[src/rtl/core/cdsk_pkg.sv]
// Package for the codebook delay-skew block: lane count, derived widths,
// register index codes and the per-lane control bundle.
// No dependencies.
package cdsk_pkg;

    localparam int LANES         = 8;
    localparam int CODE_BITS_DEF = 16;
    localparam int LANE_W        = $clog2(LANES + 1);
    localparam int HIST_DEPTH    = (LANES > 1) ? LANES - 1 : 1;
    localparam int HIDX_W        = (HIST_DEPTH > 1) ? $clog2(HIST_DEPTH) : 1;
    localparam int FRAMES_W      = 4;
    localparam int CFG_IDX_W     = 2;
    localparam int CFG_DATA_W    = 16;
    localparam int LANES_REG_W   = 4;

    localparam logic [FRAMES_W-1:0]    FRAMES_MAX   = '1;
    localparam logic [LANES_REG_W-1:0] LANES_RESET  = LANES_REG_W'(8);
    localparam logic [CFG_DATA_W-1:0]  BEGIN_RESET  = CFG_DATA_W'(1024);
    localparam logic [CFG_DATA_W-1:0]  END_RESET    = CFG_DATA_W'(1025);

    typedef enum logic [CFG_IDX_W-1:0] {
        CFG_DIRECTION = 2'd0,
        CFG_LANES     = 2'd1,
        CFG_BEGIN     = 2'd2,
        CFG_END       = 2'd3
    } cfg_index_t;

    typedef struct packed {
        logic                push;       // frame accepted, shift history
        logic                fl_load;    // copy history into flush line
        logic                fl_step;    // flush beat issued, shift flush line
        logic                flushing;
        logic                reverse;
        logic                zero_out;   // short-stream error beat
        logic [LANE_W-1:0]   lanes_act;
        logic [FRAMES_W-1:0] frames;
        logic [LANE_W-1:0]   flush_j;
        logic [FRAMES_W-1:0] flush_n;
    } lane_ctrl_t;

endpackage

[src/rtl/core/codebook_delay_skew.sv]
// Top level of the codebook delay-skew block: configuration, stream control,
// flush sequencing and the result register. Depends on cdsk_pkg and cdsk_lane.
//
//   channel  dir  handshake          payload
//   s_       in   s_valid/s_ready    s_code_0..7, s_final_frame
//   m_       out  m_valid/m_ready    m_out_0..7, m_end_of_stream, m_too_short
//   cfg_     in   cfg_we             cfg_idx, cfg_wdata
//
// One frame is taken per cycle while s_ready is high; each lane's shift chain and
// the single result register set this. After a final frame in apply mode the block
// issues codebooks_in_use-1 flush beats, one per cycle unless the output stalls,
// with s_ready low meanwhile. Reset is synchronous; history clears at once,
// no clearing pass. A stalled result beat holds s_ready low until m_ready takes it.
module codebook_delay_skew #(
    parameter int CODE_BITS = cdsk_pkg::CODE_BITS_DEF
) (
    input  logic                            aclk,
    input  logic                            aresetn,
    input  logic                            cfg_we,
    input  logic [cdsk_pkg::CFG_IDX_W-1:0]  cfg_idx,
    input  logic [cdsk_pkg::CFG_DATA_W-1:0] cfg_wdata,
    input  logic                            s_valid,
    output logic                            s_ready,
    input  logic [CODE_BITS-1:0]            s_code_0,
    input  logic [CODE_BITS-1:0]            s_code_1,
    input  logic [CODE_BITS-1:0]            s_code_2,
    input  logic [CODE_BITS-1:0]            s_code_3,
    input  logic [CODE_BITS-1:0]            s_code_4,
    input  logic [CODE_BITS-1:0]            s_code_5,
    input  logic [CODE_BITS-1:0]            s_code_6,
    input  logic [CODE_BITS-1:0]            s_code_7,
    input  logic                            s_final_frame,
    output logic                            m_valid,
    input  logic                            m_ready,
    output logic [CODE_BITS-1:0]            m_out_0,
    output logic [CODE_BITS-1:0]            m_out_1,
    output logic [CODE_BITS-1:0]            m_out_2,
    output logic [CODE_BITS-1:0]            m_out_3,
    output logic [CODE_BITS-1:0]            m_out_4,
    output logic [CODE_BITS-1:0]            m_out_5,
    output logic [CODE_BITS-1:0]            m_out_6,
    output logic [CODE_BITS-1:0]            m_out_7,
    output logic                            m_end_of_stream,
    output logic                            m_too_short
);
    import cdsk_pkg::*;

    logic                   direction_reg;
    logic [LANES_REG_W-1:0] lanes_reg;
    logic [CFG_DATA_W-1:0]  begin_reg;
    logic [CFG_DATA_W-1:0]  end_reg;

    logic [FRAMES_W-1:0]    frames_reg, frames_next;
    logic                   flush_reg, flush_next;
    logic [LANE_W-1:0]      flush_j_reg, flush_j_next;
    logic [FRAMES_W-1:0]    flush_n_reg, flush_n_next;

    logic                   m_valid_reg, m_valid_next;
    logic [CODE_BITS-1:0]   m_code_reg [LANES];
    logic                   m_eos_reg, m_eos_next;
    logic                   m_short_reg, m_short_next;

    logic [CODE_BITS-1:0]   code_in  [LANES];
    logic [CODE_BITS-1:0]   lane_out [LANES];
    logic [CODE_BITS-1:0]   begin_code;
    logic [CODE_BITS-1:0]   end_code;
    logic [LANE_W-1:0]      c_act;
    logic [FRAMES_W-1:0]    n_sat;
    logic                   out_free;
    logic                   accept;
    logic                   flush_beat;
    logic                   flush_start;
    logic                   load;
    lane_ctrl_t             ctrl;

    assign code_in[0] = s_code_0;
    assign code_in[1] = s_code_1;
    assign code_in[2] = s_code_2;
    assign code_in[3] = s_code_3;
    assign code_in[4] = s_code_4;
    assign code_in[5] = s_code_5;
    assign code_in[6] = s_code_6;
    assign code_in[7] = s_code_7;

    assign begin_code = CODE_BITS'(begin_reg);
    assign end_code   = CODE_BITS'(end_reg);

    // configuration
    always_ff @(posedge aclk) begin
        if (!aresetn) begin
            direction_reg <= 1'b0;
            lanes_reg     <= LANES_RESET;
            begin_reg     <= BEGIN_RESET;
            end_reg       <= END_RESET;
        end else if (cfg_we) begin
            unique case (cfg_index_t'(cfg_idx))
                CFG_DIRECTION: direction_reg <= cfg_wdata[0];
                CFG_LANES:     lanes_reg     <= cfg_wdata[LANES_REG_W-1:0];
                CFG_BEGIN:     begin_reg     <= cfg_wdata;
                CFG_END:       end_reg       <= cfg_wdata;
            endcase
        end
    end

    // zero lanes acts as one, anything above the lane count as the lane count
    always_comb begin
        if (lanes_reg == '0) begin
            c_act = LANE_W'(1);
        end else if (int'(lanes_reg) > LANES) begin
            c_act = LANE_W'(LANES);
        end else begin
            c_act = LANE_W'(lanes_reg);
        end
    end

    assign n_sat       = (frames_reg == FRAMES_MAX) ? FRAMES_MAX : frames_reg + FRAMES_W'(1);
    assign out_free    = !m_valid_reg || m_ready;
    assign s_ready     = !flush_reg && out_free;
    assign accept      = s_valid && s_ready;
    assign flush_beat  = flush_reg && out_free;
    assign flush_start = accept && !direction_reg && s_final_frame && (c_act > LANE_W'(1));

    // result beat selection
    always_comb begin
        load         = 1'b0;
        m_eos_next   = m_eos_reg;
        m_short_next = m_short_reg;
        if (flush_beat) begin
            load         = 1'b1;
            m_eos_next   = (flush_j_reg == c_act - LANE_W'(1));
            m_short_next = 1'b0;
        end else if (accept) begin
            if (!direction_reg) begin
                load         = 1'b1;
                m_eos_next   = s_final_frame && (c_act == LANE_W'(1));
                m_short_next = 1'b0;
            end else if (int'(n_sat) >= int'(c_act)) begin
                load         = 1'b1;
                m_eos_next   = s_final_frame;
                m_short_next = 1'b0;
            end else if (s_final_frame) begin
                load         = 1'b1;
                m_eos_next   = 1'b1;
                m_short_next = 1'b1;
            end
        end
        m_valid_next = load ? 1'b1 : (m_ready ? 1'b0 : m_valid_reg);
    end

    // stream and flush counters
    always_comb begin
        frames_next  = frames_reg;
        flush_next   = flush_reg;
        flush_j_next = flush_j_reg;
        flush_n_next = flush_n_reg;
        if (accept) begin
            frames_next = s_final_frame ? '0 : n_sat;
        end
        if (flush_start) begin
            flush_next   = 1'b1;
            flush_j_next = LANE_W'(1);
            flush_n_next = n_sat;
        end else if (flush_beat) begin
            if (flush_j_reg == c_act - LANE_W'(1)) begin
                flush_next = 1'b0;
            end
            flush_j_next = flush_j_reg + LANE_W'(1);
        end
    end

    always_ff @(posedge aclk) begin
        if (!aresetn) begin
            frames_reg  <= '0;
            flush_reg   <= 1'b0;
            flush_j_reg <= '0;
            flush_n_reg <= '0;
            m_valid_reg <= 1'b0;
        end else begin
            frames_reg  <= frames_next;
            flush_reg   <= flush_next;
            flush_j_reg <= flush_j_next;
            flush_n_reg <= flush_n_next;
            m_valid_reg <= m_valid_next;
        end
    end

    always_ff @(posedge aclk) begin
        m_eos_reg   <= m_eos_next;
        m_short_reg <= m_short_next;
        if (load) begin
            m_code_reg <= lane_out;
        end
    end

    assign ctrl.push      = accept;
    assign ctrl.fl_load   = flush_start;
    assign ctrl.fl_step   = flush_beat;
    assign ctrl.flushing  = flush_reg;
    assign ctrl.reverse   = direction_reg;
    assign ctrl.zero_out  = m_short_next && !flush_reg;
    assign ctrl.lanes_act = c_act;
    assign ctrl.frames    = frames_reg;
    assign ctrl.flush_j   = flush_j_reg;
    assign ctrl.flush_n   = flush_n_reg;

    for (genvar k = 0; k < LANES; k++) begin : g_lane
        cdsk_lane #(
            .LANE      (k),
            .CODE_BITS (CODE_BITS)
        ) u_lane (
            .aclk       (aclk),
            .aresetn    (aresetn),
            .ctrl       (ctrl),
            .code_in    (code_in[k]),
            .begin_code (begin_code),
            .end_code   (end_code),
            .code_out   (lane_out[k])
        );
    end

    assign m_valid         = m_valid_reg;
    assign m_out_0         = m_code_reg[0];
    assign m_out_1         = m_code_reg[1];
    assign m_out_2         = m_code_reg[2];
    assign m_out_3         = m_code_reg[3];
    assign m_out_4         = m_code_reg[4];
    assign m_out_5         = m_code_reg[5];
    assign m_out_6         = m_code_reg[6];
    assign m_out_7         = m_code_reg[7];
    assign m_end_of_stream = m_eos_reg;
    assign m_too_short     = m_short_reg;

`ifndef SYNTHESIS
    a_flush_range: assert property (@(posedge aclk) disable iff (!aresetn)
        flush_reg |-> (flush_j_reg != '0 && flush_j_reg < c_act))
        else $error("flush beat index out of range");

    a_flush_follows_final: assert property (@(posedge aclk) disable iff (!aresetn)
        flush_start |=> (flush_reg && flush_j_reg == LANE_W'(1)))
        else $error("final frame in apply mode did not start the flush");

    a_short_is_last: assert property (@(posedge aclk) disable iff (!aresetn)
        (m_valid_reg && m_short_reg) |-> m_eos_reg)
        else $error("short-stream beat without end of stream");

    a_stream_restart: assert property (@(posedge aclk) disable iff (!aresetn)
        (accept && s_final_frame) |=> (frames_reg == '0))
        else $error("frame count not cleared after final frame");
`endif

endmodule

[src/rtl/core/cdsk_cell.sv]
// One history slot of a lane: stream history and flush line registers.
// Depends on cdsk_pkg.
module cdsk_cell #(
    parameter int CODE_BITS = cdsk_pkg::CODE_BITS_DEF
) (
    input  logic                 aclk,
    input  logic                 aresetn,
    input  logic                 push,
    input  logic                 fl_load,
    input  logic                 fl_step,
    input  logic [CODE_BITS-1:0] hist_in,
    input  logic [CODE_BITS-1:0] fl_in,
    output logic [CODE_BITS-1:0] hist_q,
    output logic [CODE_BITS-1:0] fl_q
);
    import cdsk_pkg::*;

    logic [CODE_BITS-1:0] hist_reg, hist_next;
    logic [CODE_BITS-1:0] fl_reg, fl_next;

    always_comb begin
        hist_next = push ? hist_in : hist_reg;
        if (fl_load) begin
            fl_next = hist_in;
        end else if (fl_step) begin
            fl_next = fl_in;
        end else begin
            fl_next = fl_reg;
        end
    end

    always_ff @(posedge aclk) begin
        if (!aresetn) begin
            hist_reg <= '0;
        end else begin
            hist_reg <= hist_next;
        end
    end

    always_ff @(posedge aclk) begin
        fl_reg <= fl_next;
    end

    assign hist_q = hist_reg;
    assign fl_q   = fl_reg;

endmodule

[src/rtl/core/cdsk_lane.sv]
// One codebook lane: a chain of history cells and the output code selection.
// Depends on cdsk_pkg and cdsk_cell.
module cdsk_lane #(
    parameter int LANE      = 0,
    parameter int CODE_BITS = cdsk_pkg::CODE_BITS_DEF
) (
    input  logic                 aclk,
    input  logic                 aresetn,
    input  cdsk_pkg::lane_ctrl_t ctrl,
    input  logic [CODE_BITS-1:0] code_in,
    input  logic [CODE_BITS-1:0] begin_code,
    input  logic [CODE_BITS-1:0] end_code,
    output logic [CODE_BITS-1:0] code_out
);
    import cdsk_pkg::*;

    localparam int TAP = (LANE > 0) ? LANE - 1 : 0;

    logic [CODE_BITS-1:0] hist    [HIST_DEPTH];
    logic [CODE_BITS-1:0] fl      [HIST_DEPTH];
    logic [CODE_BITS-1:0] hist_in [HIST_DEPTH];
    logic [CODE_BITS-1:0] fl_in   [HIST_DEPTH];
    logic                 active;
    logic                 push;
    logic [LANE_W-1:0]    lag;
    logic [HIDX_W-1:0]    rev_idx;

    assign active = int'(ctrl.lanes_act) > LANE;
    assign push   = ctrl.push & active;

    for (genvar i = 0; i < HIST_DEPTH; i++) begin : g_cell
        if (i == 0) begin : g_head
            assign hist_in[i] = code_in;
            assign fl_in[i]   = '0;
        end else begin : g_body
            assign hist_in[i] = hist[i-1];
            assign fl_in[i]   = fl[i-1];
        end

        cdsk_cell #(
            .CODE_BITS (CODE_BITS)
        ) u_cell (
            .aclk    (aclk),
            .aresetn (aresetn),
            .push    (push),
            .fl_load (ctrl.fl_load & push),
            .fl_step (ctrl.fl_step),
            .hist_in (hist_in[i]),
            .fl_in   (fl_in[i]),
            .hist_q  (hist[i]),
            .fl_q    (fl[i])
        );
    end

    // deskew lag: lane k waits C-1-k frames
    assign lag     = ctrl.lanes_act - LANE_W'(1) - LANE_W'(LANE);
    assign rev_idx = HIDX_W'(lag - LANE_W'(1));

    always_comb begin
        code_out = '0;
        if (!active || ctrl.zero_out) begin
            code_out = '0;
        end else if (ctrl.flushing) begin
            // flush beat j: lanes below j are spent, lanes not yet started show begin
            if (LANE < int'(ctrl.flush_j)) begin
                code_out = end_code;
            end else if (LANE >= int'(ctrl.flush_j) + int'(ctrl.flush_n)) begin
                code_out = begin_code;
            end else begin
                code_out = fl[TAP];
            end
        end else if (!ctrl.reverse) begin
            if (LANE == 0) begin
                code_out = code_in;
            end else if (int'(ctrl.frames) < LANE) begin
                code_out = begin_code;
            end else begin
                code_out = hist[TAP];
            end
        end else begin
            if (lag == '0) begin
                code_out = code_in;
            end else begin
                code_out = hist[rev_idx];
            end
        end
    end

endmodule

[config.mk]
export PLATFORM = sky130hd
export DESIGN_NAME = codebook_delay_skew
export DESIGN_NICKNAME = d
export VERILOG_FILES = /design/src/rtl/core/cdsk_pkg.sv /design/src/rtl/core/codebook_delay_skew.sv /design/src/rtl/core/cdsk_cell.sv /design/src/rtl/core/cdsk_lane.sv
export SDC_FILE = /design/constraint.sdc
export NUM_CORES = 2
export LEC_CHECK = 0
export BUFFER_PORTS_ARGS = -buffer_cell sky130_fd_sc_hd__clkbuf_2
export CORE_MARGIN = 5
export CORE_UTILIZATION = 50
export DETAILED_ROUTE_END_ITERATION = 8
export PLACE_DENSITY = 0.67
export SLEW_MARGIN = 10
export SYNTH_ARGS = -nofsm -noshare
export SYNTH_HDL_FRONTEND = slang
export SYNTH_SLANG_ARGS = --single-unit
export TNS_END_PERCENT = 1
[constraint.sdc]
create_clock -name aclk -period 5.3 [get_ports aclk]
set_input_delay 1.06 -clock aclk [delete_from_list [all_inputs] [get_ports aclk]]
set_output_delay 1.06 -clock aclk [all_outputs]
set_load 0.1 [all_outputs]
==> flow_metrics.tcl <==
set metrics [dict create \
    result_of_the_run "complete, no violations" \
    finalWeightedCongestion 0.877 \
    ir_worst_vdd_mv 0.262 \
    ctsRootBufferMaster "clkbuf_16" \
    clock-skew-final_ps 39.1 \
    initial_utilization 0.501 \
    crit_arrival_ps 5410 \
    number_of_synthesized_flops_with_an_enable_pin 593 \
    synth_xor_area_frac 0.00217 \
    type_of_the_setup_path_with_the_least_slack "reg -> reg" \
    initialDrtViolationCount 6195 \
    max_freq_mhz 206 \
    cts-root-to-sink-buffers 3 \
    startpoint_type_of_the_worst_setup_path "register" \
    post-route-drc-count 0 \
    tightest_slew_ps 1220 \
    global_route_wire_length_before_repair_um 346000 \
    final_period_minus_worst_setup_slack_ps 4850 \
    synth.ff_latch_count 1541 \
    data_required_time_at_the_worst_endpoint_ps 5860 \
    globalRouteMet3Util 0.0758 \
    largest_net_degree_at_the_start_of_global_routing 155 \
    core_region_area_um2 145000 \
    grtUsageTotal 0.296 \
    worstReg2RegEnd "m_out_1[15]$_SDFFCE_PP0P_" \
    drv_cap 0 \
    post_cts_resize_count 0 \
    yosysWarningCount 0 \
    netlist.area_leader.share 0.261 \
    synthesis.area_per_instance_um2 9.70 \
    clock_sink_count 1541 \
    grt_antenna_before_repair 36 \
    clock_latency_of_the_later_clocked_register_in_the_worst_skew_pair_ps 820 \
    synthesized_area_fraction_occupied_by_and_or_nand_nor_cells 0.156 \
    static-leakage-power_nw 28.9 \
    cell_type_with_the_largest_total_area_after_synthesis "dfxtp_1" \
    cts-htree-levels 4 \
    finalSetupViolations 0 \
    timing.setup.tns_ps 0 \
    synth-compound-area-share 0.174 \
    final_net_count 7668 \
    grt_pass1_vias 54400 \
    hold_slack_ps 458 \
    seq_power_share 0.459 \
    drt_pre_antenna_iters 8 \
    power.density_cell_area_nw_per_um2 357 \
    postSynthNetCount 7676 \
    postLayoutCellArea_um2 81300 \
    yosys_most_used_dff "dfxtp_1" \
    switching_power_share_of_the_total 0.284 \
    final-max-slew-violation-count 0 \
    worst_hold_path_type "reg -> reg" \
    grt_overflow 0 \
    clk_pin_slew_ps 60 \
    intPower_mw 20.8 \
    cp-startpoint "lanes_reg[3]$_SDFFE_PN1P_" \
    largest_register_ffs 896 \
    grt_use_met2 0.444 \
    r2r_cells 10 \
    netSwitchingPower_mw 8.26 \
    detailedPlacementHpwl_um 142000 \
    yosys.cell_count.top_type "nand2_1" \
    routed_wl_um 233000 \
    muxShareOfSynthArea 0.119 \
    number_of_top_level_pins 284 \
    grt_busiest_layer "met2" \
    io_buffers 283 \
    endpoint "m_out_1[15]$_SDFFCE_PP0P_" \
    share_of_flip_flops_with_an_asynchronous_set_or_reset_after_synthesis 0 \
    yosysUniqueCellTypes 90 \
    synth_top_family_by_area "compound AO/OA/AOI/OAI gates" \
    worstReg2RegStart "lanes_reg[3]$_SDFFE_PN1P_" \
    yosysSeqAreaShare 0.505 \
    die_h_um 392 \
    route.vias.total 57700 \
    cp-end-kind "register" \
    ant_nets 0 \
    cts-hold-fix-buffers 0 \
    p_comb_frac 0.130 \
    relative_max_transition_margin 0.184 \
    cts_tree "built" \
    timing.reg2reg.setup_slack_ps 450 \
    netlist_top_cells_count "2228 x nand2_1, 948 x dfxtp_1, 905 x a21boi_0" \
    timing.final.hold_violations 0 \
    period_share 0.916 \
    avgViaCountPerCell 6.03 \
    cts_inserted_buffers 163 \
    synth_area_um2 72800 \
    synthToLayoutAreaGrowth_pct 11.7 \
    path_max_fanout 24 \
    share_of_final_layout_standard_cells_stronger_than_drive_strength_1 0.170 \
    place_area_um2 75700 \
    part_of_the_total_power_dissipated_in_the_clock_network 0.410 \
    cts_setup_buffers 0 \
    grt_util_met1 0.400 \
    yosys.area_share.adder 0.00406 \
    fp-row-count 140 \
    routedWlPerCell_um 24.4 \
    yosys-top-cells-area "dfxtp_1 26%, edfxtp_1 24%, nand2_1 11%" \
    synthCells 7501 \
    rsz0062_at_grt "no" \
    die_outline_area_um2 153000 \
    horizontal_extent_of_the_die_um 392 \
]
==> layout by cell type (no fill, tap or decap), types with 155 or more instances in the layout <==
cell and count:
mux2_2 403, clkbuf_2 282, nor2_1 214, edfxtp_1 593
nand2_1 2216, clkbuf_16 167, mux2i_1 222, o21ai_0 155
dfxtp_1 942, a21boi_0 905, buf_4 162
==> power by group through the flow <==
stage	Clock, mW	Sequential [mW]	Combinational (mW)
after detailed placement	0	13.6	3.74
after CTS	12.1	13.3	3.75
after floorplan	0	14.3	1.79
final	11.9	13.3	3.79
after global routing	12.5	13.4	3.97
after global placement	0	13.6	3.70
==> per-stage QoR <==
step / std cells / util / setup slack, ps / power, mW
2_1_floorplan: 7501 / - / -116 / 16.1
3_3_place_gp: 9245 / 0.521 / 682 / 17.3
3_5_place_dp: 9245 / 0.521 / 586 / 17.3
4_1_cts: 9553 / 0.559 / 567 / 29.1
5_1_grt: 9560 / 0.560 / 358 / 29.9
6_report: 9576 / 0.560 / 447 / 29.1
==> cell families (layout without fill, tap and decap cells) <==
| family | count (synthesis) | count (layout) |
|---|---|---|
| compound gates | 1734 | 1734 |
| xor+xnor | 13 | 13 |
| fa+ha+maj | 23 | 23 |
| buf+inv | 679 | 814 |
| flops | 1541 | 1541 |
| mux | 709 | 709 |
| other cells | 0 | 23 |
| simple gates | 2802 | 2802 |
==> metal layers <==
| metal | part of all wire | vias up |
|---|---|---|
| met5 | 0.00059 | - |
| met4 | 0.049 | 20 |
| met3 | 0.11 | 514 |
| met2 | 0.44 | 2676 |
| met1 | 0.41 | 28200 |
| li1 | - | 26300 |
==> worst min path at each step <==
| stage | slack [ps] | endpoint | cells past startpoint | startpoint |
|---|---|---|---|---|
| CTS | 450 | g_lane[3].u_lane.g_cell[0].u_cell.hist_q[11]$_SDFFE_PN0P_ | 3 | s_code_3[11] |
| detailed placement | 450 | g_lane[1].u_lane.g_cell[6].u_cell.hist_q[14]$_SDFFE_PN0P_ | 2 | g_lane[1].u_lane.g_cell[6].u_cell.hist_q[14]$_SDFFE_PN0P_ |
| finish | 460 | g_lane[1].u_lane.g_cell[3].u_cell.hist_q[12]$_SDFFE_PN0P_ | 2 | g_lane[1].u_lane.g_cell[2].u_cell.hist_q[12]$_SDFFE_PN0P_ |
| floorplan | 440 | g_lane[1].u_lane.g_cell[6].u_cell.hist_q[14]$_SDFFE_PN0P_ | 2 | g_lane[1].u_lane.g_cell[6].u_cell.hist_q[14]$_SDFFE_PN0P_ |
| global route | 480 | g_lane[3].u_lane.g_cell[0].u_cell.hist_q[11]$_SDFFE_PN0P_ | 3 | s_code_3[11] |
| global placement | 440 | g_lane[1].u_lane.g_cell[6].u_cell.hist_q[14]$_SDFFE_PN0P_ | 2 | g_lane[1].u_lane.g_cell[6].u_cell.hist_q[14]$_SDFFE_PN0P_ |
==> critical path: stages, from the launching register on <==
cell     delay [ps]
dfxtp_2         320
inv_2           360
nand2_8         310
inv_6           410
ha_1            530
xnor2_2         200
xnor2_2         790
nor2_1          260
a21oi_2         820
o21ai_0         230
a31o_2          290
==> layout make-up <==
| class | instances | area (µm²) |
|---|---|---|
| clock inverter | 73 | 881 |
| timing repair buffer | 456 | 2860 |
| fill | 12500 | 63900 |
| sequential | 1541 | 36800 |
| antenna | 23 | 57.6 |
| inverter | 50 | 195 |
| multi-input combinational | 5281 | 33400 |
| clock buffer | 235 | 4680 |
| tap | 1917 | 2400 |
Power figures use the tool's default switching activity.
